$ cat src/rtl/core/kfsi_pkg.sv
package kfsi_pkg;

    localparam int MaxTracks = 8;
    localparam int MaxKeys   = 16;
    localparam int TrW       = 3;
    localparam int KeyW      = 4;
    localparam int CntW      = 5;
    localparam int AddrW     = TrW + KeyW;
    localparam int NumVals   = 5;

    localparam logic [1:0] REQ_CLEAR  = 2'd0;
    localparam logic [1:0] REQ_HEADER = 2'd1;
    localparam logic [1:0] REQ_APPEND = 2'd2;
    localparam logic [1:0] REQ_EVAL   = 2'd3;

    // one queued command from the front end
    typedef struct packed {
        logic [1:0]        req;
        logic [TrW-1:0]    track;
        logic [7:0]        kind;
        logic [7:0]        number;
        logic signed [31:0] t;
        logic [NumVals-1:0][31:0] vals;
    } cmd_t;

    typedef struct packed {
        logic               has_state;
        logic [7:0]         kind;
        logic [7:0]         number;
        logic [NumVals-1:0][31:0] vals;
        logic               last;
    } res_t;

endpackage

$ cat src/rtl/core/kfsi_front.sv
// Input register and command queue (depth 2).
module kfsi_front (
    input  logic           aclk,
    input  logic           aresetn,
    input  logic           in_valid,
    output logic           in_ready,
    input  kfsi_pkg::cmd_t in_cmd,
    output logic           q_valid,
    input  logic           q_ready,
    output kfsi_pkg::cmd_t q_cmd
);
    kfsi_pkg::cmd_t mem_reg [2];
    logic       wp_reg, rp_reg;
    logic [1:0] cnt_reg;
    logic       push, pop;

    assign in_ready = (cnt_reg != 2'd2);
    assign q_valid  = (cnt_reg != 2'd0);
    assign q_cmd    = mem_reg[rp_reg];
    assign push     = in_valid && in_ready;
    assign pop      = q_valid && q_ready;

    always_ff @(posedge aclk) begin
        if (push) begin
            mem_reg[wp_reg] <= in_cmd;
        end
        if (!aresetn) begin
            wp_reg  <= 1'b0;
            rp_reg  <= 1'b0;
            cnt_reg <= 2'd0;
        end else begin
            if (push) wp_reg <= ~wp_reg;
            if (pop)  rp_reg <= ~rp_reg;
            cnt_reg <= cnt_reg + {1'b0, push} - {1'b0, pop};
        end
    end

    a_cnt_max: assert property (@(posedge aclk) disable iff (!aresetn)
        cnt_reg != 2'd3) else $error("queue count overflow");
    a_no_push_full: assert property (@(posedge aclk) disable iff (!aresetn)
        cnt_reg == 2'd2 |-> !push) else $error("push into full queue");
    a_pop_valid: assert property (@(posedge aclk) disable iff (!aresetn)
        pop |-> cnt_reg != 2'd0) else $error("pop from empty queue");
endmodule

$ cat config.mk
export PLATFORM = sky130hd
export DESIGN_NAME = kfsi_front
export DESIGN_NICKNAME = d
export VERILOG_FILES = /design/src/rtl/core/kfsi_pkg.sv /design/src/rtl/core/kfsi_front.sv
export SDC_FILE = /design/constraint.sdc
export NUM_CORES = 1
export LEC_CHECK = 0
export ABC_AREA = 0
export ABC_CLOCK_PERIOD_IN_PS = 19550
export BUFFER_PORTS_ARGS = -buffer_cell sky130_fd_sc_hd__buf_4
export CAP_MARGIN = 0
export CORE_ASPECT_RATIO = 1.5
export CORE_MARGIN = 8
export CORE_UTILIZATION = 57
export CTS_CLUSTER_SIZE = 28
export DETAILED_ROUTE_END_ITERATION = 16
export PLACE_DENSITY = 0.86
export SYNTH_ARGS = -nofsm -noshare
export SYNTH_HDL_FRONTEND = slang
export SYNTH_SLANG_ARGS = --single-unit
$ cat constraint.sdc
create_clock -name aclk -period 19.55 [get_ports aclk]
set_clock_uncertainty 0.15 [all_clocks]
set_input_delay 0.9775 -clock aclk [delete_from_list [all_inputs] [get_ports aclk]]
set_output_delay 0.9775 -clock aclk [all_outputs]
set_load 0.01 [all_outputs]
==> key figures, run 1 <==
STA
  • Hold Vio Cnt, Final: 0
  • Final setup vio count: 0
  • Hold Worst Slack: 0.398 ns
  • Slew HR: 0.259
  • Crit share post-route: 0.191
  • Crit path time final: around 3.7 ns
  • Fmax: 268 MHz
  • Sum of negative setup slack: 0 ns
  • Max-slew violations: 0
  • RSZ-0062 raised after global routing: no
  • Actual slew at the worst max-slew pin: 1.11 ns

Layout
  • Filler Cell Count: around 1600
  • Layout cells sized above 1: 0.611
  • Commonest cells after routing, fill and taps aside: buf_4 (435), edfxtp_1 (426), mux2_4 (170), mux2_2 (43), clkbuf_16 (41)
  • Max reg flops: 426
  • Commonest non-fill, non-tap cell in the layout: buf_4
  • P&R area growth vs syn: 29.5%
  • Final #Nets: 1361

Synth
  • Post-Syn Instances: 687
  • Synth Register Bits: 431
  • Post-synthesis instance area: 16300 sq um
  • Yosys warnings: 0
  • Post-synth net total: 906
  • Distinct cells, synth: 18
  • Sequential element share of the synthesized area: 0.791
  • Avg Cell Area, Syn: 23.7 sq um

Floorplanning
  • I/O pin total: about 430
  • Core area: 28400 sq um
  • Rows: 76
  • Initial Util: 0.574
  • Chip width: 154 microns
  • Die Ht: 223 microns
  • Die area: 34400 sq um

Placed design
  • Post-DP HPWL: between 20000 and 30000 microns
  • GP Congestion: 0.790
  • Number of port buffers: between 400 and 500

Detailed routing
  • Via density: 5.37
  • Final WL: 37400 microns
  • DRT iter0 DRCs: 449
  • DR pass1 iterations: 4
  • DR vias: roughly 8000
  • DR WL/cell: 24.5 microns
  • DRC: 0
  • Final antenna-violating net count: 0

Clocking
  • CTS Buf Count: 40
  • Post-CTS Resized: 0
  • CTS Hold Bufs: 0
  • CTS tree: done
  • Clock Latency Late Sink: around 0.53 ns
  • H-tree level count: 2
  • CTS clk-pin slew, worst paths: 0.06 ns
  • CTS root buf: clkbuf_16
  • Clock sinks: roughly 430
  • CTS max path bufs: 3
  • Post-CTS setup repair buffer count: 0

Pwr
  • Sw frac: 0.263
  • Sequential Power Share: 0.442
  • Cell internal pwr: 2010 uW
  • Pwr dens: between 100 and 150 nW/um^2
  • Net Switching: 716 uW
  • Comb pwr share: 0.280
  • Peak VDD IR: 0.103 mV
  • Clock power frac: 0.279
  • Static leakage: 0.00821 uW

Flow run
  • Max-cap violation count: 0

Global routing
  • Tot GR Track Use: 0.210
  • Global route total overflow: 0
  • Largest net degree at the start of global routing: 144
  • Initial antenna violation count: 12
  • First-pass GRT wire length: 53300 microns
  • Number of global-route vias before repair: slightly below 9000

Critical path
  • CP startpoint kind: register
  • CP required: 18.42 ns
  • Crit path DAT: 2.60 ns
  • Critical Path Sink Type: primary output
  • R2r setup slk: 16.48 ns
  • Critical path type: register to primary output
  • CP Max Fanout: 135

Status
  • Status: complete, no violations

Worst hold path
  • Hold Path Class: register to register
## power groups by stage
| stage | combinational [uW] | clock [uW] | sequential [uW] |
|---|---|---|---|
| finish | 761 | 759 | 1200 |
| CTS | 768 | 775 | 1200 |
| global route | 797 | 807 | 1210 |
| global placement | 753 | 0 | 1210 |
| detailed placement | 762 | 0 | 1220 |
| floorplan | 453 | 0 | 1240 |
## worst max-delay path, cell delays in order (launching register included)
cell and delay [ns]:
dfxtp_4 0.63, buf_12 0.66, mux2_4 0.36, buf_4 0.16
## cells by family after synthesis
logic type,synth area share
simple gates,0.00376
fa+ha+maj,0.00153
compound gates,0.000461
flops,0.791
mux,0.187
buf+inv,0.0153
xor+xnor,0.00161
## cell type report
cell class                 instances  area (sq um)  share of cell area
multi-input combinational        231          3180               0.150
timing repair buffer             437          3310               0.156
clock buffer                      47          1080              0.0511
antenna                            6          15.0            0.000711
tap                              351           439              0.0208
inverter                           1          3.75            0.000178
sequential                       431         12900               0.610
clock inverter                    25           208             0.00983
## metal layers
metal | vias to the layer above | track usage | routed length [microns]
li1 | 3653 | - | -
met1 | 4070 | 0.198 | 11800
met2 | 365 | 0.379 | 20200
met3 | 109 | 0.0775 | 3200
met4 | 12 | 0.124 | 2050
met5 | - | 0 | 81
## metrics by stage
step           utilization  total power (uW)  std cells  cell area (sq um)  setup slack (ns)
3_3_place_gp         0.697              1960       1451              19800             16.04
2_1_floorplan            -              1690        687              16300              8.71
6_report             0.743              2720       1529              21100             15.82
4_1_cts              0.742              2750       1523              21100             15.77
5_1_grt              0.743              2810       1529              21100             15.71
3_5_place_dp         0.697              1980       1451              19800             16.03
## path summary, 6_finish.rpt
kind | cells past startpoint | from | end
setup / recovery | 3 | register | q_cmd[92]
hold reg to reg | 2 | rp_reg | rp_reg
hold / removal | 2 | rp_reg | rp_reg
setup reg to reg | 5 | cnt_reg[0] | mem_reg[0][71]
## cells in the mapped netlist
library cell | instances | share of area
nand2b_1 | 2 | 0.00077
and2_1 | 2 | 0.00077
buf_6 | 20 | 0.014
nand2_1 | 2 | 0.00046
mux2_2 | 43 | 0.030
mux2i_1 | 1 | 0.00061
ha_1 | 2 | 0.0015
o21a_1 | 1 | 0.00046
mux2_4 | 170 | 0.16
dfxtp_1 | 5 | 0.0061
edfxtp_1 | 426 | 0.78
and3_1 | 1 | 0.00038
nor2_1 | 1 | 0.00023
inv_1 | 1 | 0.00023
xnor2_1 | 3 | 0.0016
nor2b_1 | 2 | 0.00077
buf_2 | 4 | 0.0012
or2_2 | 1 | 0.00038
Power figures use the tool's default switching activity.
==> inputs of run 2 (changes only) <==
ABC_AREA = 1   (was 0)
ABC_CLOCK_PERIOD_IN_PS = 3800   (was 19550)
CORE_UTILIZATION = 53   (was 57)
PLACE_DENSITY = 0.81   (was 0.86)
clock period = 3.8 ns   (was 19.55 ns; I/O delays follow)
==> key figures, run 2 <==
Synth
  • Synth top area cells: edfxtp_1 (78%), mux2_4 (16%), mux2_2 (3.0%), buf_6 (1.4%), dfxtp_1 (0.61%)
  • Top cells by count, synth: edfxtp_1 (426), mux2_4 (170), mux2_2 (43), buf_6 (20), nand2_1 (9)
  • Synth Flop Type: edfxtp_1
  • Post-synthesis instance area: 16300 sq um
  • Avg Cell Area, Syn: 23.3 sq um
  • Distinct cells, synth: 12
  • Yosys warnings: 0
  • Post-Synth Simple-Gate Area: 0.00483
  • Post-synth net total: 918
  • Synth top area share: 0.784
  • Synth Area in Compound Gates: 0.000614
  • Synth Register Bits: 431
  • Yosys top cell by area: edfxtp_1
  • Most common cell in the netlist: edfxtp_1
  • Adder-cell share of the synthesized area: 0.00153
  • XOR/XNOR Fraction of Synth Area: 0
  • Main combinational cell family by area after synthesis: multiplexers
  • Sequential element share of the synthesized area: 0.790
  • Mux share of post-synthesis cell area: 0.186
  • Async S/R FF share, synth: 0
  • Post-synth EDFFs: 426
  • Post-Syn Instances: 699

Critical path
  • Critical R2R Launch: cnt_reg[0]
  • CP Max Fanout: 53
  • Critical Path Sink Type: primary output
  • Critical path type: register to primary output
  • R2r setup slk: 1.51 ns
  • CP required: ~3.5 ns
  • FF-to-FF path depth: 5
  • CP startpoint kind: register
  • Crit path DAT: 2.46 ns
  • Crit Reg-Reg Endpoint: mem_reg[1][53]

Layout
  • Final #Nets: approximately 1600
  • Commonest cells after routing, fill and taps aside: buf_4 (441), edfxtp_1 (426), dlygate4sd3_1 (216), mux2_4 (170), mux2_2 (43)
  • P&R area growth vs syn: 44.6%
  • Layout cells sized above 1: 0.519
  • Filler Cell Count: 1527
  • Post-Layout Cell Count: 1814
  • Commonest non-fill, non-tap cell in the layout: buf_4
  • Max reg flops: 426

Pwr
  • Clock power frac: 0.274
  • Sw frac: 0.272
  • Static leakage: 0.00925 uW
  • Net Switching: roughly 3900 uW
  • Sequential Power Share: 0.436
  • Pwr dens: 612 nW/um^2
  • Overall power: about 14000 uW
  • Peak VDD IR: 0.561 mV
  • Cell internal pwr: approximately 11000 uW
  • Comb pwr share: 0.290

Floorplanning
  • Initial Util: 0.539
  • Core area: 30300 sq um
  • Die area: 36800 sq um
  • Die Ht: about 230 microns
  • I/O pin total: 432
  • Chip width: 159 microns
  • Rows: 78

Flow run
  • Max-cap violation count: 0

Detailed routing
  • Final antenna-violating net count: 0
  • Via density: 5.15
  • DRC: 0
  • DR WL/cell: 25.1 microns
  • Final WL: between 40000 and 50000 microns
  • DR vias: roughly 9300
  • DR pass1 iterations: 4
  • DRT iter0 DRCs: around 480

Clocking
  • CTS Buf Count: 39
  • CTS clk-pin slew, worst paths: 0.07 ns
  • Clock Latency Late Sink: 0.53 ns
  • Post-CTS Resized: 0
  • CTS root buf: clkbuf_16
  • H-tree level count: 2
  • CTS Hold Bufs: 216
  • Clock sinks: 431
  • CTS max path bufs: 3
  • Post-CTS setup repair buffer count: 0
  • CTS tree: done

Placed design
  • Dpl cells: 1528
  • GP Congestion: 0.786
  • Number of port buffers: roughly 430
  • Post-DP HPWL: 27000 microns

Worst hold path
  • Hold path start: in_cmd[124]
  • Hold Crit Endpoint: mem_reg[1][124]
  • Hold Path Class: input port to register
  • Hold depth: 2

Global routing
  • Initial antenna violation count: 2
  • Number of global-route vias before repair: 10600
  • Tot GR Track Use: 0.242
  • Global route total overflow: 0
  • Largest net degree at the start of global routing: 54
  • First-pass GRT wire length: between 60000 and 70000 microns

STA
  • Final setup vio count: 0
  • Slew HR: 0.399
  • Crit share post-route: 0.737
  • Crit path time final: 2.80 ns
  • Fmax: 357 MHz
  • Max-slew violations: 0
  • Actual slew at the worst max-slew pin: 0.901 ns
  • RSZ-0062 raised after global routing: no
  • Hold Vio Cnt, Final: 0

Status
  • Status: complete, no violations
run 2: routing by layer:
layer | vias up | wire length, microns | global-route usage
met5 | - | 12 | 0
met4 | 2 | 2580 | 0.137
met3 | 127 | 2760 | 0.0586
met2 | 457 | 25100 | 0.455
met1 | 4624 | 15100 | 0.238
li1 | 4139 | - | -
run 2: area by class of cell:
class | instances | area, sq um | area share
Sequential cell | 431 | 12900 | 0.547
Timing Repair Buffer | 669 | 5710 | 0.242
Multi-Input combinational cell | 237 | 3180 | 0.135
Clock inverter | 24 | 229 | 0.00971
Inverter | 7 | 30.0 | 0.00127
Tap cell | 400 | 500 | 0.0212
Antenna cell | 1 | 2.50 | 0.000106
Clock buffer | 45 | 1040 | 0.0441
run 2: cell families after synthesis:
group                      after synthesis
and+or+nand+nor                         20
muxes                                  213
AOI/OAI and AO/OA                        2
buffers and inverters                   31
DFF                                    431
adders and majority gates                2
run 2: worst max-delay path by stage:
stage	end	slack, ns	cells past startpoint
4_1_cts	q_cmd[212]	0.99	3
3_3_place_gp	mem_reg[1][57]	1.60	5
5_1_grt	q_cmd[212]	0.90	3
3_5_place_dp	mem_reg[1][57]	1.52	5
2_1_floorplan	mem_reg[1][0]	-0.45	4
6_report	q_cmd[212]	1.0	3
run 2: metrics by stage:
| step | hold slack, ns | setup TNS [ns] | cell area, sq um | worst slack (ns) | util |
|---|---|---|---|---|---|
| after floorplan | 0.133 | -189.35 | 16300 | -0.449 | - |
| after global placement | 0.225 | 0 | 20200 | 1.60 | 0.666 |
| final | 0.239 | 0 | 23600 | 0.999 | 0.780 |
| after detailed placement | 0.228 | 0 | 20200 | 1.52 | 0.666 |
| after global routing | 0.223 | 0 | 23600 | 0.904 | 0.780 |
| after CTS | 0.202 | 0 | 23600 | 0.986 | 0.780 |
run 2: power by group through the flow:
stage,Combinational [uW],Sequential [uW],Clock (uW)
detailed placement,3930,6370,0
finish,4190,6300,3960
global placement,3880,6310,0
CTS,4150,6270,3960
floorplan,2260,6300,0
global route,4390,6350,4210
run 2: critical path, cell delays in order (launching register included):
cell,delay [ns]
dfxtp_4,0.92
buf_4,0.41
mux2_2,0.39
buf_4,0.15
==> inputs of run 3 (changes only) <==
ABC_CLOCK_PERIOD_IN_PS = 2500   (was 3800)
CORE_UTILIZATION = 47   (was 53)
PLACE_DENSITY = 0.76   (was 0.81)
clock period = 2.5 ns   (was 3.8 ns; I/O delays follow)
==> key figures, run 3 (synthesis gave the netlist of run 2 again) <==
Status
  • Status: complete, no violations

Detailed routing
  • Final antenna-violating net count: 0
  • DRT iter0 DRCs: 474
  • Via density: approximately 5
  • DR WL/cell: 23.4 microns
  • Final WL: 43300 microns
  • DR pass1 iterations: 4
  • DRC: 0
  • DR vias: 9259

Clocking
  • Post-CTS setup repair buffer count: 0
  • Post-CTS Resized: 0
  • CTS tree: done
  • Clock sinks: between 400 and 500
  • CTS clk-pin slew, worst paths: 0.07 ns
  • Clock Latency Late Sink: 0.53 ns
  • CTS Buf Count: 41
  • H-tree level count: 2
  • CTS max path bufs: 3
  • CTS Hold Bufs: approximately 220
  • CTS root buf: clkbuf_16

Pwr
  • Static leakage: slightly above 0.009 uW
  • Peak VDD IR: 0.870 mV
  • Pwr dens: 943 nW/um^2
  • Overall power: 22500 uW

Critical path
  • CP startpoint kind: register
  • R2r setup slk: 0.68 ns
  • Critical Path Sink Type: primary output
  • CP Max Fanout: 27
  • CP endpoint: q_cmd[1]
  • Critical R2R Launch: cnt_reg[0]
  • Crit path DAT: 2.12 ns
  • Critical path type: register to primary output
  • FF-to-FF path depth: 6
  • Crit Reg-Reg Endpoint: mem_reg[1][133]
  • CP required: 2.23 ns

Layout
  • Final #Nets: 1609
  • Max reg flops: 426
  • P&R area growth vs syn: 46.0%
  • Post-Layout Cell Count: 1848
  • Commonest cells after routing, fill and taps aside: buf_4 (442), edfxtp_1 (426), dlygate4sd3_1 (216), mux2_4 (170), mux2_2 (43)
  • Commonest non-fill, non-tap cell in the layout: buf_4
  • Layout cells sized above 1: 0.523

Floorplanning
  • Die Ht: 244 microns
  • Initial Util: 0.476
  • Die area: ~40000 sq um
  • I/O pin total: 432
  • Core area: between 30000 and 40000 sq um
  • Chip width: 168 microns
  • Rows: 83

STA
  • RSZ-0062 raised after global routing: no
  • Actual slew at the worst max-slew pin: 0.640 ns
  • Hold Vio Cnt, Final: 0
  • Slew HR: 0.574
  • Crit share post-route: 0.958
  • Final setup vio count: 0
  • Crit path time final: 2.39 ns
  • Fmax: 418 MHz
  • Max-slew violations: 0

Global routing
  • First-pass GRT wire length: 63400 microns
  • Tot GR Track Use: 0.205
  • Largest net degree at the start of global routing: 103
  • Initial antenna violation count: 1
  • Global route total overflow: 0
  • Number of global-route vias before repair: ~11000

Placed design
  • Post-DP HPWL: ~28000 microns
  • GP Congestion: 0.799
  • Dpl cells: roughly 1600
  • Number of port buffers: 431

Flow run
  • Max-cap violation count: 0

Worst hold path
  • Hold Path Class: input port to register
-- run 3: cell types whose count changed in the layout (fill, tap and decap cells not counted) --
cell	previous run	this run
inv_8	0	1
clkinvlp_4	2	5
clkinv_1	7	5
clkinv_2	8	7
clkinv_4	3	0
buf_4	441	442
clkbuf_8	0	4
inv_6	1	2
buf_12	12	14
bufinv_16	4	7
-- run 3: worst max-delay path, cell delays in order (launching register included) --
cell	delay [ns]
dfxtp_4	0.53
buf_12	0.25
buf_12	0.26
mux2_2	0.36
buf_4	0.14
-- run 3: power breakdown --
part / leakage [uW] / switching [uW] / internal, uW
registers: 0.00402 / 329 / 9140
clock network: 0.000689 / 2670 / 3880
logic: 0.00463 / 2980 / 3460
total: 0.00934 / 5980 / 16500
-- run 3: worst min path at each step --
stage	from	end	cells past startpoint	slack (ns)
after floorplan	aresetn	cnt_reg[0]	2	0.07
after global placement	in_cmd[22]	mem_reg[0][22]	1	0.16
after detailed placement	in_cmd[4]	mem_reg[0][4]	1	0.16
after CTS	in_cmd[21]	mem_reg[1][21]	2	0.14
after global routing	in_cmd[189]	mem_reg[1][189]	2	0.15
final	in_cmd[202]	mem_reg[1][202]	2	0.17
-- run 3: area by class of cell --
cell class	instances	area [sq um]
Clock inverter	26	323
Clock buffer	49	1100
Fill cell	2066	10500
Multi-Input combinational cell	237	3180
Antenna cell	1	2.50
Tap cell	425	532
Sequential cell	431	12900
Inverter	7	30.0
Timing Repair Buffer	672	5760
-- run 3: stage by stage --
step / worst slack (ns) / setup TNS (ns) / instance area [sq um] / util / hold WS (ns)
after CTS: 0.0633 / 0 / 23800 / 0.695 / 0.138
after global routing: 0.00913 / 0 / 23800 / 0.695 / 0.147
after detailed placement: 0.656 / 0 / 20200 / 0.591 / 0.162
final: 0.106 / 0 / 23800 / 0.695 / 0.166
after global placement: 0.666 / 0 / 20200 / 0.591 / 0.160
after floorplan: -1.75 / -743.15 / 16300 / - / 0.0684
-- run 3: per-layer routing --
layer,GRT usage,routed length (microns),part of all wire,vias up
met5,0,0,0,-
met3,0.0479,2520,0.058,128
li1,-,-,-,4151
met1,0.199,14200,0.33,4593
met4,0.128,2720,0.063,0
met2,0.384,23800,0.55,387
